`src/rtl/core/hmi_reply_frame_parser_macros.svh`:
```
// ----------------------------------------------------------------------------
// hmi_reply_frame_parser assertion macros
// Shared concurrent assertion wrappers, clocked on clk_i, off during reset.
// ----------------------------------------------------------------------------
`ifndef HMI_REPLY_FRAME_PARSER_MACROS_SVH
`define HMI_REPLY_FRAME_PARSER_MACROS_SVH

// property must hold at every edge outside reset
`define HRFP_ASSERT(label, prop, msg) \
  label: assert property (@(posedge clk_i) disable iff (!rst_ni) prop) else $error(msg);

// condition must never be true outside reset
`define HRFP_ASSERT_NEVER(label, cond, msg) \
  `HRFP_ASSERT(label, !(cond), msg)

`endif

```
`src/rtl/core/hrfp_pkg.sv`:
```
// ----------------------------------------------------------------------------
// hrfp_pkg
// Types and constants shared by the reply frame parser modules.
// ----------------------------------------------------------------------------
package hrfp_pkg;

  localparam logic [7:0] TermByte  = 8'hFF;
  localparam logic [7:0] HdrString = 8'h70;
  localparam logic [7:0] HdrNumber = 8'h71;

  localparam int NumberFrameLen = 8;
  localparam int FrameOverhead  = 4;
  localparam int NumberBytes    = 4;

  // body length field, sized for the largest supported buffer depth
  localparam int LenW = 8;

  localparam int JobQDepth = 2;

  typedef enum logic [1:0] {
    KIND_CHAR   = 2'd0,
    KIND_NUMBER = 2'd1,
    KIND_EMPTY  = 2'd2
  } kind_e;

  typedef struct packed {
    kind_e             kind;
    logic              bank;
    logic [LenW-1:0]   len;
    logic [31:0]       number;
  } job_t;

  typedef struct packed {
    logic valid;
    logic bank;
  } release_t;

endpackage

```
`src/rtl/core/hrfp_ram.sv`:
```
// ----------------------------------------------------------------------------
// hrfp_ram
// Generic single write port, single read port RAM with registered read.
// ----------------------------------------------------------------------------
module hrfp_ram #(
  parameter int Width = 8,
  parameter int Depth = 128
) (
  input  logic                     clk_i,
  input  logic                     we_i,
  input  logic [$clog2(Depth)-1:0] waddr_i,
  input  logic [Width-1:0]         wdata_i,
  input  logic                     re_i,
  input  logic [$clog2(Depth)-1:0] raddr_i,
  output logic [Width-1:0]         rdata_o
);

  logic [Width-1:0] mem_q [Depth];
  logic [Width-1:0] rdata_q;

  always_ff @(posedge clk_i) begin
    if (we_i) begin
      mem_q[waddr_i] <= wdata_i;
    end
    if (re_i) begin
      rdata_q <= mem_q[raddr_i];
    end
  end

  assign rdata_o = rdata_q;

endmodule

```
`src/rtl/core/hrfp_front.sv`:
```
// ----------------------------------------------------------------------------
// hrfp_front
// Stores received bytes, spots the 0xFF 0xFF 0xFF terminator and queues a
// job per complete string frame or number frame of the expected length. Two
// buffer banks let a new frame fill while the previous string body drains.
// ----------------------------------------------------------------------------
`include "hmi_reply_frame_parser_macros.svh"

module hrfp_front #(
  parameter int BufferDepth = 64
) (
  input  logic                           clk_i,
  input  logic                           rst_ni,
  input  logic                           push_i,
  input  logic [7:0]                     rx_byte_i,
  output logic                           full_o,
  output logic                           we_o,
  output logic [$clog2(BufferDepth):0]   waddr_o,
  output logic [7:0]                     wdata_o,
  output logic                           job_push_o,
  output hrfp_pkg::job_t                 job_o,
  input  logic                           job_full_i,
  input  hrfp_pkg::release_t             rel_i
);

  localparam int AW = $clog2(BufferDepth);

  logic [AW-1:0] cnt_q, cnt_d;
  logic [1:0]    run_q, run_d;
  logic [7:0]    hdr_q, hdr_d;
  logic [31:0]   num_q, num_d;
  logic          bank_q, bank_d;
  logic [1:0]    busy_q, busy_d;
  logic          accept;
  logic          is_ff;
  logic          term;

  assign full_o  = job_full_i || busy_q[bank_q];
  assign accept  = push_i && !full_o;
  assign is_ff   = (rx_byte_i == hrfp_pkg::TermByte);
  assign term    = is_ff && (run_q == 2'd2);

  assign we_o    = accept;
  assign waddr_o = {bank_q, cnt_q};
  assign wdata_o = rx_byte_i;

  always_comb begin
    cnt_d      = cnt_q;
    run_d      = run_q;
    hdr_d      = hdr_q;
    num_d      = num_q;
    bank_d     = bank_q;
    busy_d     = busy_q;
    job_push_o = 1'b0;
    job_o      = '0;
    job_o.kind = hrfp_pkg::KIND_CHAR;
    job_o.bank = bank_q;
    job_o.len  = hrfp_pkg::LenW'(cnt_q - AW'(hrfp_pkg::FrameOverhead - 1));
    job_o.number = num_q;

    if (rel_i.valid) begin
      busy_d[rel_i.bank] = 1'b0;
    end

    if (accept) begin
      if (cnt_q == '0) begin
        hdr_d = rx_byte_i;
      end
      for (int k = 1; k <= hrfp_pkg::NumberBytes; k++) begin
        if (cnt_q == AW'(k)) begin
          num_d[8*(k-1) +: 8] = rx_byte_i;
        end
      end
      if (is_ff) begin
        run_d = (run_q == 2'd2) ? 2'd2 : run_q + 2'd1;
      end else begin
        run_d = 2'd0;
      end

      priority if (term) begin
        cnt_d = '0;
        run_d = 2'd0;
        if (hdr_q == hrfp_pkg::HdrString) begin
          job_push_o = 1'b1;
          if (cnt_q == AW'(hrfp_pkg::FrameOverhead - 1)) begin
            job_o.kind = hrfp_pkg::KIND_EMPTY;
          end else begin
            job_o.kind     = hrfp_pkg::KIND_CHAR;
            bank_d         = ~bank_q;
            busy_d[bank_q] = 1'b1;
          end
        end else if (hdr_q == hrfp_pkg::HdrNumber &&
                     cnt_q == AW'(hrfp_pkg::NumberFrameLen - 1)) begin
          job_push_o = 1'b1;
          job_o.kind = hrfp_pkg::KIND_NUMBER;
        end
      end else if (cnt_q == AW'(BufferDepth - 1)) begin
        cnt_d = '0;
        run_d = 2'd0;
      end else begin
        cnt_d = cnt_q + AW'(1);
      end
    end
  end

  always_ff @(posedge clk_i or negedge rst_ni) begin
    if (!rst_ni) begin
      cnt_q  <= '0;
      run_q  <= 2'd0;
      bank_q <= 1'b0;
      busy_q <= 2'b00;
    end else begin
      cnt_q  <= cnt_d;
      run_q  <= run_d;
      bank_q <= bank_d;
      busy_q <= busy_d;
    end
  end

  always_ff @(posedge clk_i) begin
    hdr_q <= hdr_d;
    num_q <= num_d;
  end

  `HRFP_ASSERT_NEVER(a_push_into_full_queue, job_push_o && job_full_i,
                     "job pushed into a full queue")
  `HRFP_ASSERT_NEVER(a_release_idle_bank, rel_i.valid && !busy_q[rel_i.bank],
                     "release of a bank with no pending job")
  `HRFP_ASSERT(a_bank_flip_marks_busy, (bank_q != $past(bank_q)) |-> busy_q[$past(bank_q)],
               "bank switched without marking the old bank busy")

endmodule

```
`src/rtl/core/hrfp_job_fifo.sv`:
```
// ----------------------------------------------------------------------------
// hrfp_job_fifo
// Short queue of frame jobs between the front and back parts.
// ----------------------------------------------------------------------------
module hrfp_job_fifo (
  input  logic           clk_i,
  input  logic           rst_ni,
  input  logic           push_i,
  input  hrfp_pkg::job_t data_i,
  output logic           full_o,
  input  logic           pop_i,
  output hrfp_pkg::job_t data_o,
  output logic           empty_o
);

  localparam int PW = $clog2(hrfp_pkg::JobQDepth);
  localparam int CW = $clog2(hrfp_pkg::JobQDepth + 1);

  hrfp_pkg::job_t entry_q [hrfp_pkg::JobQDepth];
  logic [PW-1:0]  wptr_q, rptr_q;
  logic [CW-1:0]  cnt_q;
  logic           do_push, do_pop;

  assign full_o  = (cnt_q == CW'(hrfp_pkg::JobQDepth));
  assign empty_o = (cnt_q == '0);
  assign do_push = push_i && !full_o;
  assign do_pop  = pop_i && !empty_o;
  assign data_o  = entry_q[rptr_q];

  always_ff @(posedge clk_i) begin
    if (do_push) begin
      entry_q[wptr_q] <= data_i;
    end
  end

  always_ff @(posedge clk_i or negedge rst_ni) begin
    if (!rst_ni) begin
      wptr_q <= '0;
      rptr_q <= '0;
      cnt_q  <= '0;
    end else begin
      if (do_push) begin
        wptr_q <= (wptr_q == PW'(hrfp_pkg::JobQDepth - 1)) ? '0 : wptr_q + PW'(1);
      end
      if (do_pop) begin
        rptr_q <= (rptr_q == PW'(hrfp_pkg::JobQDepth - 1)) ? '0 : rptr_q + PW'(1);
      end
      unique case ({do_push, do_pop})
        2'b10:   cnt_q <= cnt_q + CW'(1);
        2'b01:   cnt_q <= cnt_q - CW'(1);
        default: cnt_q <= cnt_q;
      endcase
    end
  end

endmodule

```
`src/rtl/core/hrfp_back.sv`:
```
// ----------------------------------------------------------------------------
// hrfp_back
// Runs queued frame jobs: walks string bodies out of the buffer one byte
// at a time and presents every result in an output register.
// ----------------------------------------------------------------------------
`include "hmi_reply_frame_parser_macros.svh"

module hrfp_back #(
  parameter int BufferDepth = 64
) (
  input  logic                         clk_i,
  input  logic                         rst_ni,
  input  hrfp_pkg::job_t               job_i,
  input  logic                         job_empty_i,
  output logic                         job_pop_o,
  output logic                         re_o,
  output logic [$clog2(BufferDepth):0] raddr_o,
  input  logic [7:0]                   rdata_i,
  output hrfp_pkg::release_t           rel_o,
  output logic                         empty_o,
  input  logic                         pop_i,
  output hrfp_pkg::kind_e              kind_o,
  output logic [7:0]                   text_char_o,
  output logic signed [31:0]           number_value_o,
  output logic                         last_o
);

  localparam int AW = $clog2(BufferDepth);

  typedef enum logic [3:0] {
    S_IDLE   = 4'b0001,
    S_READ   = 4'b0010,
    S_LOAD   = 4'b0100,
    S_SINGLE = 4'b1000
  } back_state_e;

  back_state_e     state_q, state_d;
  hrfp_pkg::job_t  job_q, job_d;
  logic [AW-1:0]   idx_q, idx_d;
  logic            out_valid_q, out_valid_d;
  hrfp_pkg::kind_e out_kind_q, out_kind_d;
  logic [7:0]      out_char_q, out_char_d;
  logic [31:0]     out_num_q, out_num_d;
  logic            out_last_q, out_last_d;
  logic            out_free;
  logic            body_end;

  assign out_free = !out_valid_q || pop_i;
  assign body_end = (idx_q == AW'(job_q.len));
  assign raddr_o  = {job_q.bank, idx_q};

  always_comb begin
    state_d     = state_q;
    job_d       = job_q;
    idx_d       = idx_q;
    out_valid_d = out_valid_q && !pop_i;
    out_kind_d  = out_kind_q;
    out_char_d  = out_char_q;
    out_num_d   = out_num_q;
    out_last_d  = out_last_q;
    job_pop_o   = 1'b0;
    re_o        = 1'b0;
    rel_o       = '0;
    rel_o.bank  = job_q.bank;

    unique case (state_q)
      S_IDLE: begin
        if (!job_empty_i) begin
          job_pop_o = 1'b1;
          job_d     = job_i;
          idx_d     = AW'(1);
          state_d   = (job_i.kind == hrfp_pkg::KIND_CHAR) ? S_READ : S_SINGLE;
        end
      end
      S_READ: begin
        re_o    = 1'b1;
        state_d = S_LOAD;
      end
      S_LOAD: begin
        if (out_free) begin
          out_valid_d = 1'b1;
          out_kind_d  = hrfp_pkg::KIND_CHAR;
          out_char_d  = rdata_i;
          out_num_d   = '0;
          out_last_d  = body_end;
          if (body_end) begin
            rel_o.valid = 1'b1;
            state_d     = S_IDLE;
          end else begin
            idx_d   = idx_q + AW'(1);
            state_d = S_READ;
          end
        end
      end
      S_SINGLE: begin
        if (out_free) begin
          out_valid_d = 1'b1;
          out_kind_d  = job_q.kind;
          out_char_d  = '0;
          out_num_d   = (job_q.kind == hrfp_pkg::KIND_NUMBER) ? job_q.number : '0;
          out_last_d  = 1'b1;
          state_d     = S_IDLE;
        end
      end
      default: state_d = S_IDLE;
    endcase
  end

  always_ff @(posedge clk_i or negedge rst_ni) begin
    if (!rst_ni) begin
      state_q     <= S_IDLE;
      out_valid_q <= 1'b0;
    end else begin
      state_q     <= state_d;
      out_valid_q <= out_valid_d;
    end
  end

  always_ff @(posedge clk_i) begin
    job_q      <= job_d;
    idx_q      <= idx_d;
    out_kind_q <= out_kind_d;
    out_char_q <= out_char_d;
    out_num_q  <= out_num_d;
    out_last_q <= out_last_d;
  end

  assign empty_o        = !out_valid_q;
  assign kind_o         = out_kind_q;
  assign text_char_o    = out_char_q;
  assign number_value_o = signed'(out_num_q);
  assign last_o         = out_last_q;

  `HRFP_ASSERT(a_read_then_load, re_o |=> (state_q == S_LOAD),
               "buffer read not followed by load")
  `HRFP_ASSERT(a_single_is_last, (out_valid_q && out_kind_q != hrfp_pkg::KIND_CHAR) |-> out_last_q,
               "number or empty result not marked last")
  `HRFP_ASSERT_NEVER(a_pop_while_busy, job_pop_o && (state_q != S_IDLE),
                     "job taken while another is running")

endmodule

```
`src/rtl/core/hmi_reply_frame_parser.sv`:
```
// ----------------------------------------------------------------------------
// hmi_reply_frame_parser
// Display reply link frame parser: string and number frames ended by
// 0xFF 0xFF 0xFF.
// ----------------------------------------------------------------------------
// Usage:
//   Input channel: drive rx_byte_i with push_i; a byte is taken when push_i
//   is high and full_o is low. full_o rises only when the job queue is full
//   or both buffer banks hold string bodies still waiting to drain.
//   Result channel: a result is on kind_o, text_char_o, number_value_o and
//   last_o while empty_o is low and is taken when pop_i is high.
//   String characters leave by one buffer read followed by one output load;
//   the load waits while the output register still holds an untaken result.
//   A stalled receiver holds the output register; the front keeps taking
//   bytes into the other bank until the queue or banks run out.
//   Reset clears the fill count, bank state, job queue and output register;
//   buffer contents are not cleared and need no clearing pass.
// ----------------------------------------------------------------------------
module hmi_reply_frame_parser #(
  parameter int BUFFER_DEPTH = 64
) (
  input  logic               clk_i,
  input  logic               rst_ni,
  input  logic               push_i,
  input  logic [7:0]         rx_byte_i,
  output logic               full_o,
  output logic               empty_o,
  input  logic               pop_i,
  output logic [1:0]         kind_o,
  output logic [7:0]         text_char_o,
  output logic signed [31:0] number_value_o,
  output logic               last_o
);

  localparam int RamAW = $clog2(BUFFER_DEPTH) + 1;

  logic               we;
  logic [RamAW-1:0]   waddr;
  logic [7:0]         wdata;
  logic               re;
  logic [RamAW-1:0]   raddr;
  logic [7:0]         rdata;
  logic               job_push;
  logic               job_pop;
  logic               job_full;
  logic               job_empty;
  hrfp_pkg::job_t     job_in;
  hrfp_pkg::job_t     job_out;
  hrfp_pkg::release_t rel;
  hrfp_pkg::kind_e    kind;

  hrfp_front #(
    .BufferDepth(BUFFER_DEPTH)
  ) u_front (
    .clk_i      (clk_i),
    .rst_ni     (rst_ni),
    .push_i     (push_i),
    .rx_byte_i  (rx_byte_i),
    .full_o     (full_o),
    .we_o       (we),
    .waddr_o    (waddr),
    .wdata_o    (wdata),
    .job_push_o (job_push),
    .job_o      (job_in),
    .job_full_i (job_full),
    .rel_i      (rel)
  );

  hrfp_ram #(
    .Width(8),
    .Depth(2 * (2 ** (RamAW - 1)))
  ) u_ram (
    .clk_i   (clk_i),
    .we_i    (we),
    .waddr_i (waddr),
    .wdata_i (wdata),
    .re_i    (re),
    .raddr_i (raddr),
    .rdata_o (rdata)
  );

  hrfp_job_fifo u_job_fifo (
    .clk_i   (clk_i),
    .rst_ni  (rst_ni),
    .push_i  (job_push),
    .data_i  (job_in),
    .full_o  (job_full),
    .pop_i   (job_pop),
    .data_o  (job_out),
    .empty_o (job_empty)
  );

  hrfp_back #(
    .BufferDepth(BUFFER_DEPTH)
  ) u_back (
    .clk_i          (clk_i),
    .rst_ni         (rst_ni),
    .job_i          (job_out),
    .job_empty_i    (job_empty),
    .job_pop_o      (job_pop),
    .re_o           (re),
    .raddr_o        (raddr),
    .rdata_i        (rdata),
    .rel_o          (rel),
    .empty_o        (empty_o),
    .pop_i          (pop_i),
    .kind_o         (kind),
    .text_char_o    (text_char_o),
    .number_value_o (number_value_o),
    .last_o         (last_o)
  );

  assign kind_o = kind;

endmodule
```
`config.mk`:
```
export PLATFORM = sky130hd
export DESIGN_NAME = hmi_reply_frame_parser
export DESIGN_NICKNAME = d
export VERILOG_FILES = /design/src/rtl/core/hrfp_pkg.sv /design/src/rtl/core/hrfp_ram.sv /design/src/rtl/core/hrfp_front.sv /design/src/rtl/core/hrfp_job_fifo.sv /design/src/rtl/core/hrfp_back.sv /design/src/rtl/core/hmi_reply_frame_parser.sv
export VERILOG_INCLUDE_DIRS = /design/src /design/src/rtl/core
export SDC_FILE = /design/constraint.sdc
export NUM_CORES = 1
export LEC_CHECK = 0
export ABC_AREA = 1
export BUFFER_PORTS_ARGS = -buffer_cell sky130_fd_sc_hd__clkbuf_2
export CAP_MARGIN = 20
export CORE_ASPECT_RATIO = 1.25
export CORE_MARGIN = 4
export CORE_UTILIZATION = 50
export DETAILED_ROUTE_END_ITERATION = 7
export PLACE_DENSITY = 0.63
export SETUP_SLACK_MARGIN = 0.4
export SLEW_MARGIN = 20
export SYNTH_ARGS = -nofsm -noshare
export SYNTH_HDL_FRONTEND = slang
export SYNTH_SLANG_ARGS = --single-unit
```
`constraint.sdc`:
```
create_clock -name clk_i -period 7.15 [get_ports clk_i]
set_input_delay 1.0725 -clock clk_i [delete_from_list [all_inputs] [get_ports clk_i]]
set_output_delay 1.0725 -clock clk_i [all_outputs]
set_load 0.1 [all_outputs]
```
# Word level (Yosys, flattened, before mapping)
# Memory sizes are Yosys's and may differ from the RTL's. A register that Yosys moved wholly into a read port is not among the register bits.
# Cells that the tools add are included.
totals:
  reg_bits: 150
  latch_bits: 0
  ramBits: 1110
  romBits: 0
  input_bits: 12
  output_inout_bits: 45
  mem_count: 2
memory_table:
  columns: ["name", "words", "width", "read_ports", "rd_ports_with_merged_regs", "wr", "line_no", "source"]
  rows:
  - ["u_ram.mem_q", 128, 8, 1, 1, 1, "hrfp_ram.sv:18", "logic [Width-1:0] mem_q [Depth];"]
  - ["u_job_fifo.entry_q", 2, 43, 1, 0, 1, "hrfp_job_fifo.sv:19", "hrfp_pkg::job_t entry_q [hrfp_pkg::JobQDepth];"]
classes:
  n_addsub: 8
  multipliers: 0
  div_mod_pow: 0
  n_lt_le_gt_ge: 4
  n_eq_ne: 23
  shifts: 0
  mux: 64
  bitwise_logic: 6
  n_reduce_logical: 32
ops:
  columns: ["op", "n"]
  rows:
  - ["32-bit two-way mux", 3]
  - ["32-bit one-hot mux with 2 select lines", 1]
  - ["2-bit two-way mux", 16]
  - ["6-bit two-way mux", 5]
  - ["1-bit two-way mux", 25]
  - ["8-bit by 7-bit equality test with 1-bit output (second input constant)", 2]
  - ["4-bit two-way mux", 4]
  - ["8-bit two-way mux", 2]
  - ["4-bit one-hot mux with 4 select lines", 1]
  - ["8-bit one-hot mux with 2 select lines", 1]
  - ["6-bit by 1-bit adder with 6-bit output (second input constant)", 2]
  - ["6-bit by 2-bit equality test with 1-bit output (second input constant)", 2]
  - ["6-bit by 3-bit equality test with 1-bit output (second input constant)", 2]
  - ["6-bit one-hot mux with 2 select lines", 1]
  - ["2-bit AND reduction", 6]
  - ["8-bit equality test (second input constant)", 1]
  - ["1-bit logical AND", 8]
  - ["2-bit one-hot mux with 2 select lines", 2]
  - ["4-bit AND reduction", 2]
  - ["6-bit by 2-bit subtractor with 7-bit output (second input constant)", 1]
  - ["2-bit equality test (second input constant)", 3]
  - ["6-bit by 1-bit equality test with 1-bit output (second input constant)", 1]
  - ["6-bit equality test", 1]
  - ["6-bit equality test (second input constant)", 1]
  - ["other kinds (25)", 44]

# Depth between registers and ports, before layout
# Gate-level depths: netlist (run 1).
depth:
  ltp_word: 12
  depth_mapped: 15
  ltp_nobuf: 13

# By module
# A second synthesis (run 1) with hierarchy kept.
unflattened:
  hier_cells: 4311
  hier_area_um2: 51476.9
modules_own_cells:
  columns: ["mod", "instances", "cells_per_inst", "area_each_um2", "seq_area_each_um2"]
  rows:
  - ["hrfp_ram", 1, 3575, 42184.2, 30989.7]
  - ["hrfp_back", 1, 276, 3638.5, 2829.0]
  - ["hrfp_job_fifo", 1, 257, 3393.3, 2682.6]
  - ["hrfp_front", 1, 203, 2260.9, 1476.4]

# Worst setup path after synthesis (run 1)
# OpenSTA, ideal clock, no wires.
synth_path:
  path_type: "flip-flop to flip-flop"
  from: "reg u_front.bank_q"
  to: "mem u_job_fifo.entry_q[0][0] (netlist bit) (enable)"
  setup_ns: 0.439
  arrival_time_ns: 3.904
  t_required_ns: 6.711
  path_slack_ns: 2.807
  stages_incl_launch_ff: 10
  period_less_slack_ns: 4.343
  cell_sequence: "dfrtp_1 > buf_6 > inv_4 > nand2_1 > nand3_1 > inv_2 > nand2_4 > nor3_1 > nor2_1 > nor2_1"
synth_via:
  elab_chain_cells: 9
synth_rtl:
  columns: ["element", "line_no", "source"]
  rows:
  - ["from (decl)", "hrfp_front.sv:32", "logic bank_q, bank_d;"]
  - ["from (signal assigned)", "hrfp_front.sv:115", "bank_q <= bank_d;"]
  - ["1-bit two-way mux (not written as such) (2 in a row)", "hrfp_front.sv:38", "assign full_o = job_full_i || busy_q[bank_q];"]
  - ["1-bit logical OR", "hrfp_front.sv:38", null]
  - ["via full_o", "hmi_reply_frame_parser.sv:26", "output logic full_o,"]
  - ["1-bit logical NOT", "hrfp_front.sv:39", "assign accept = push_i && !full_o;"]
  - ["1-bit logical AND", "hrfp_front.sv:39", null]
  - ["1-bit two-way mux", "hrfp_front.sv:65", "if (accept) begin"]
  - ["1-bit logical AND", "hrfp_job_fifo.sv:26", "assign do_push = push_i && !full_o;"]
  - ["1-bit two-way mux", "hrfp_job_fifo.sv:31", "if (do_push) begin"]
  - ["1-bit two-way mux (not written as such)", "hrfp_job_fifo.sv:32", "entry_q[wptr_q] <= data_i;"]
  - ["to (decl)", "hrfp_job_fifo.sv:19", null]
# The timed path passes the listed nets, and every way through them passes these cells. The select of a mux whose other input is x is not followed.

==> results of run 1 <==
==> per-stage QoR <==
step	hold WS [ps]	power, mW	instances
6_report	336	19.8	5985
5_1_grt	347	20.6	5985
4_1_cts	291	19.9	5984
3_5_place_dp	430	14.0	5773
3_3_place_gp	422	13.9	5773
2_1_floorplan	421	12.1	4578
==> critical path, cell delays in order (launching register included) <==
cell      delay, ps
edfxtp_1        470
buf_4           890
buf_4           730
buf_12          510
nand2_1         120
nand3_1         110
a21oi_1         110
nor2_1          270
nand2_1          90
nand3_1          90
nand2_1          70
nand2_1          80
nand2_1          60
==> power breakdown <==
group | internal [mW] | switching [mW] | total (mW)
clock network | 3.31 | 2.65 | 5.96
logic | 1.15 | 3.91 | 5.05
registers | 8.61 | 0.155 | 8.76
total | 13.1 | 6.71 | 19.8
==> cell families after synthesis <==
logic type / Yosys count / share of synthesized area, %
compound gates: 205 / 2.23
simple gates: 2505 / 19.7
flops: 1264 / 72.8
buf+inv: 582 / 4.84
xor+xnor: 14 / 0.236
fa+ha+maj: 8 / 0.192
==> Yosys cell counts, drive strengths merged <==
| cell | number |
|---|---|
| nand2 | 1521 |
| edfxtp | 1244 |
| nand3 | 522 |
| nor2 | 428 |
| inv | 334 |
| buf | 177 |
| o21ai | 79 |
| a21oi | 73 |
| clkbuf | 64 |
| o211ai | 48 |
| dfrtp | 19 |
| nor3 | 16 |
| nand4 | 12 |
| xor2 | 10 |
| ha | 8 |
| clkinv | 7 |
| xnor2 | 4 |
| nor4 | 3 |
| or2 | 3 |
| a22oi | 2 |
| a31o | 1 |
| a31oi | 1 |
| dfstp | 1 |
| o21a | 1 |
==> how the worst max path moves through the flow <==
stage / slack [ps] / cells after the start / to
6_report: 2980 / 12 / u_ram.rdata_o[1]
5_1_grt: 2790 / 13 / u_ram.rdata_o[3]
2_1_floorplan: 2810 / 9 / u_job_fifo.entry_q[0][0]
3_5_place_dp: 3010 / 9 / u_job_fifo.entry_q[1][15]
3_3_place_gp: 3070 / 9 / u_job_fifo.entry_q[0][15]
4_1_cts: 3030 / 13 / u_ram.rdata_o[3]
==> final cells by class <==
| class | instances | area (sq um) | share of cell area, % |
|---|---|---|---|
| tap | 1340 | 1680 | 2.95 |
| clock buffer | 148 | 3110 | 5.46 |
| multi-input combinational | 2732 | 11700 | 20.6 |
| sequential | 1264 | 37900 | 66.6 |
| inverter | 341 | 1300 | 2.29 |
| clock inverter | 63 | 492 | 0.865 |
| timing repair buffer | 97 | 729 | 1.28 |
==> sequential cells by signal (all words and copies together), names as in the netlist, 4 cells and up <==
register and flops:
u_ram.mem_q 1024, u_job_fifo.entry_q 82, u_back.job_q 40, u_back.number_value_o 32
u_front.num_q 32, u_back.text_char_o 8, u_front.hdr_q 8, u_ram.rdata_o 8
u_back.idx_q 6, u_front.cnt_q 6, u_back.state_q 4
==> per-layer routing <==
metal  vias to the layer above  track usage (%)
li1                      15400                -
met1                     15900             31.2
met2                      1129             39.1
met3                       229             2.98
met4                         2             9.47
met5                         -                0
==> metrics.cfg, run 1 <==
[global_route]
grt.total_usage_pct = 23.4
grt_max_degree = 204
antenna_found_initial = 1
grt_overflow = 0
grt_pass1_wl_microns = 192000
grt_pass1_vias = 31400

[clock_tree]
cts_resized = 0
clkLatencyLatePin_ps = 720
cts_made_buffers = 117
clockBufferDepth = 3
htreeDepth = 3
clkSlewWorstSetupHoldPaths_ps = 70
postCtsSetupBuffers = 0
cts-hold-fix-buffers = 0
root_buffer = clkbuf_16
cts_tree = built
clock_sinks = 1264

[timing]
finalCritPeriodShare_pct = 58.3
max_slew.worst_pin.slew_ps = 1180
finClkSkew_ps = 22.7
finalWorstSetupSlack_ps = 2980
finalHoldViolations = 0
period_minus_slack_ps = 4170
setup_viol = 0
slew_headroom_pct = 20.9
rsz0062_at_grt = no
max_freq_mhz = 240
tns_ps = 0
slew_violations = 0

[die]
core_area_sq_mm = 0.103
die_h_microns = 369
num_rows = 132
fp.dieArea_sq_mm = 0.109
io_pins = 57
initial_core_util_pct = 50.3
fp.dieW_microns = 297

[final_layout]
diodes = 0
nets = 4573
fillCellCount = 8627
layout_commonest_cell = nand2_1
post-route-util_pct = 55.0
post_route_cells_drive_above_1_share_pct = 6.29
fin_area_sq_mm = 0.0569
most-common-layout-cells = nand2_1 (1515), edfxtp_1 (1244), nand3_1 (518), nor2_1 (423), inv_1 (324)
areaGrowthSynthToFinish_pct = 9.32

[detailed_routing]
avgRoutedWirePerCell_microns = 21.4
firstDrtPassIters = 5
drc = 0
dr_wl_met3_microns = 8160
num_vias = 32600
antenna_left = 0
top_layer = met5
via_per_inst = 5.44
met1_length_microns = 52100
drt_wl_total_microns = 128000
drt-initial-drc-count = 3215
wl_met2_microns = 62800

[setup_path]
arrival_ps = 4640
r2r-start = u_back.idx_q[0]
worstSetupEndpointType = flop
cp.required_ps = 7620
worstSetupStartpoint = u_back.idx_q[0]
r2r_end = u_ram.rdata_o[1]
cp-start-kind = flop
path_class = flop to flop
r2r_cells = 12
r2r_slack_ps = 2980
cp_max_fo = 166

[synth]
synth_nets = 4598
yosysUniqueCellTypes = 41
synth.ff_latch_count = 1264
syn_avg_cell_area_sq_um = 11.4
syn_inst = 4578
syn_area_sq_mm = 0.0520
yosys.area.top_type_share_pct = 71.8
yosysTopAreaCell = edfxtp_1
yosysSeqAreaShare_pct = 72.8
yosys_warnings = 0
synthTopCellsByArea = edfxtp_1 (72%), nand2_1 (11%), nand3_1 (5.0%)

[place]
hpwl_microns = 71000
place_area_sq_mm = 0.0532
place_ws_ps = 3010
gp_congestion = 0.846
port_buffers = 56

[outcome]
status = finished, final reports clean

[pwr]
vdd_drop_max_mv = 0.312
p_leak_nw = 21.4
power_density_mw_per_mm2 = 348

[job]
cap_viol_max_count = 0

[hold_path]
hold_path.class = input pin to async pin

(Power assumes the default switching activity.)
==> run 2: changes to the inputs <==
Clock period 7.15 ns to 4.3 ns, I/O delays scaled along.
==> run 2 against run 1 <==
Net effect: total power grew 67%; global-route usage shrank 0.20 points; combinational power is 67% higher; non-clock buffer count is 20 higher; flip-flop and latch count unchanged; clock power rose by 68%; critical path depth down 3; first-iteration DRC count is 11% lower; maximum frequency grew 26%; wire length shrank 1.1%; largest cell class unchanged; largest power group unchanged.
==> metrics.cfg, run 2 (same netlist as run 1, synthesis figures left out) <==
[detailed_routing]
firstDrtPassIters = 6  ; +1
via_per_inst = 5.39  ; -1.0%
drc = 0  ; unchanged
avgRoutedWirePerCell_microns = 21.1  ; -1.5%
drt_wl_total_microns = 127000  ; -1.1%
drt-initial-drc-count = 2855  ; -11%
num_vias = 32400  ; -0.63%
antenna_left = 0  ; unchanged

[global_route]
grt_pass1_wl_microns = 192000  ; -0.15%
grt_max_degree = 223  ; +9.3%
grt.total_usage_pct = 23.2  ; -0.20 points
grt_overflow = 0  ; unchanged
grt_pass1_vias = 31700  ; +1.2%
antenna_found_initial = 0  ; -1

[timing]
finalCritPeriodShare_pct = 77.0  ; +19 points
rsz0062_at_grt = no
max_slew.worst_pin.slew_ps = 1170  ; -9.73 ps
finClkSkew_ps = 37.0  ; +14.4 ps
finalHoldViolations = 0  ; unchanged
hold_ws_ps = 306  ; -29.9 ps
setup_viol = 0  ; unchanged
slew_headroom_pct = 21.8  ; +0.94 points
max_freq_mhz = 302  ; +26%
slew_violations = 0  ; unchanged
period_minus_slack_ps = 3310  ; -856 ps

[die]
initial_core_util_pct = 50.3  ; unchanged
die_h_microns = 369  ; unchanged
num_rows = 132  ; unchanged
fp.dieArea_sq_mm = 0.109  ; unchanged
fp.dieW_microns = 297  ; unchanged
io_pins = 57  ; unchanged
core_area_sq_mm = 0.103  ; unchanged

[clock_tree]
clkLatencyLatePin_ps = 730  ; about the same
cts_resized = 0  ; unchanged
root_buffer = clkbuf_16
clkSlewWorstSetupHoldPaths_ps = 60  ; about the same
cts-hold-fix-buffers = 1  ; +1
cts_made_buffers = 119  ; +1.7%
clock_sinks = 1264  ; unchanged
cts_tree = built
postCtsSetupBuffers = 0  ; unchanged
clockBufferDepth = 3  ; unchanged
htreeDepth = 3  ; unchanged

[place]
place_inst = 5792  ; +0.33%
place_area_sq_mm = 0.0535  ; +0.44%
hpwl_microns = 71900  ; +1.3%
gp_congestion = 0.864  ; +2.1%
port_buffers = 56  ; unchanged

[final_layout]
fin_area_sq_mm = 0.0572  ; +0.53%
post-route-util_pct = 55.3  ; +0.29 points
most-common-layout-cells = nand2_1 (1515), edfxtp_1 (1244), nand3_1 (521), nor2_1 (422), inv_1 (324)
layout_commonest_cell = nand2_1
largest_reg_flops = 1024  ; unchanged
areaGrowthSynthToFinish_pct = 9.90
post_route_cells_drive_above_1_share_pct = 6.79  ; +0.50 points
regMostFlops = u_ram.mem_q
layout.cells.non_filler = 6009  ; +0.40%
diodes = 0  ; unchanged
nets = 4595  ; +0.48%
largest_registers = u_ram.mem_q x1024, u_job_fifo.entry_q x82, u_back.job_q x40

[pwr]
pwr-share-seq_pct = 44.3  ; about the same
switching_share_pct = 33.9  ; -0.079 points
p_leak_nw = 21.6  ; +0.64%
total_power_mw = 33.0  ; +67%
p_int_mw = 21.8  ; +67%
vdd_drop_max_mv = 0.714  ; +130%
combPwrFrac_pct = 25.5  ; about the same
clockPowerShare_pct = 30.3  ; +0.2 points
switchingPower_mw = 11.2  ; +67%
power_density_mw_per_mm2 = 577  ; +66%

[setup_path]
cp-start-kind = flop
cp_max_fo = 22  ; -87%
cp.required_ps = 4630  ; -2990 ps
worstSetupEndpointType = flop
path_class = flop to flop
r2r_cells = 9  ; -3
arrival_ps = 3640  ; -1000 ps

[outcome]
status = finished, final reports clean

[hold_path]
min_path_cells = 4
hold_path.class = input pin to flop

[job]
cap_viol_max_count = 0  ; unchanged

[run 2: worst paths after layout]
kind	from	end	slack [ps]
max	u_front.bank_q	u_ram.mem_q[17][1]	990
min	pop_i	u_back.state_q[2]	310
max reg2reg	u_front.bank_q	u_ram.mem_q[17][1]	990
min reg2reg	u_front.num_q[17]	u_job_fifo.entry_q[1][17]	440
max in group asynchronous	rst_ni	u_front.bank_q	3440
min in group asynchronous	rst_ni	u_back.out_valid_q	450
[run 2: metrics by stage]
step	TNS [ps]	worst slack (ps)
global placement	0	1120
floorplan	-3570	-43.5
CTS	0	1020
global route	0	838
finish	0	989
detailed placement	0	1040
[run 2: layout make-up]
type,instances,area [sq um]
clock buffer,153,3170
multi-input combinational,2732,11700
timing repair buffer,117,980
clock inverter,62,492
inverter,341,1300
tap,1340,1680
fill,8609,46200
sequential,1264,37900
[run 2: critical path, cell delays in order, from the launching register on]
cell	delay, ps
dfrtp_1	320
buf_4	230
inv_4	130
nand2_1	80
nand3_1	110
inv_2	90
nand2_4	90
inv_2	420
nand4_1	640
nor2_1	790
[run 2: power groups by stage]
stage / clock (mW) / sequential (mW) / combinational (mW)
2_1_floorplan: 0 / 15.3 / 4.81
3_3_place_gp: 0 / 14.9 / 8.34
3_5_place_dp: 0 / 14.9 / 8.39
4_1_cts: 10.2 / 14.6 / 8.41
5_1_grt: 10.6 / 14.7 / 9.08
6_report: 10.0 / 14.6 / 8.41
[run 2: metal layers]
metal  share of wire, %  global-route usage, %
met5                  0                      0
met4                3.3                   8.64
met3                6.4                   3.18
met2                 50                   39.3
met1                 41                   30.6
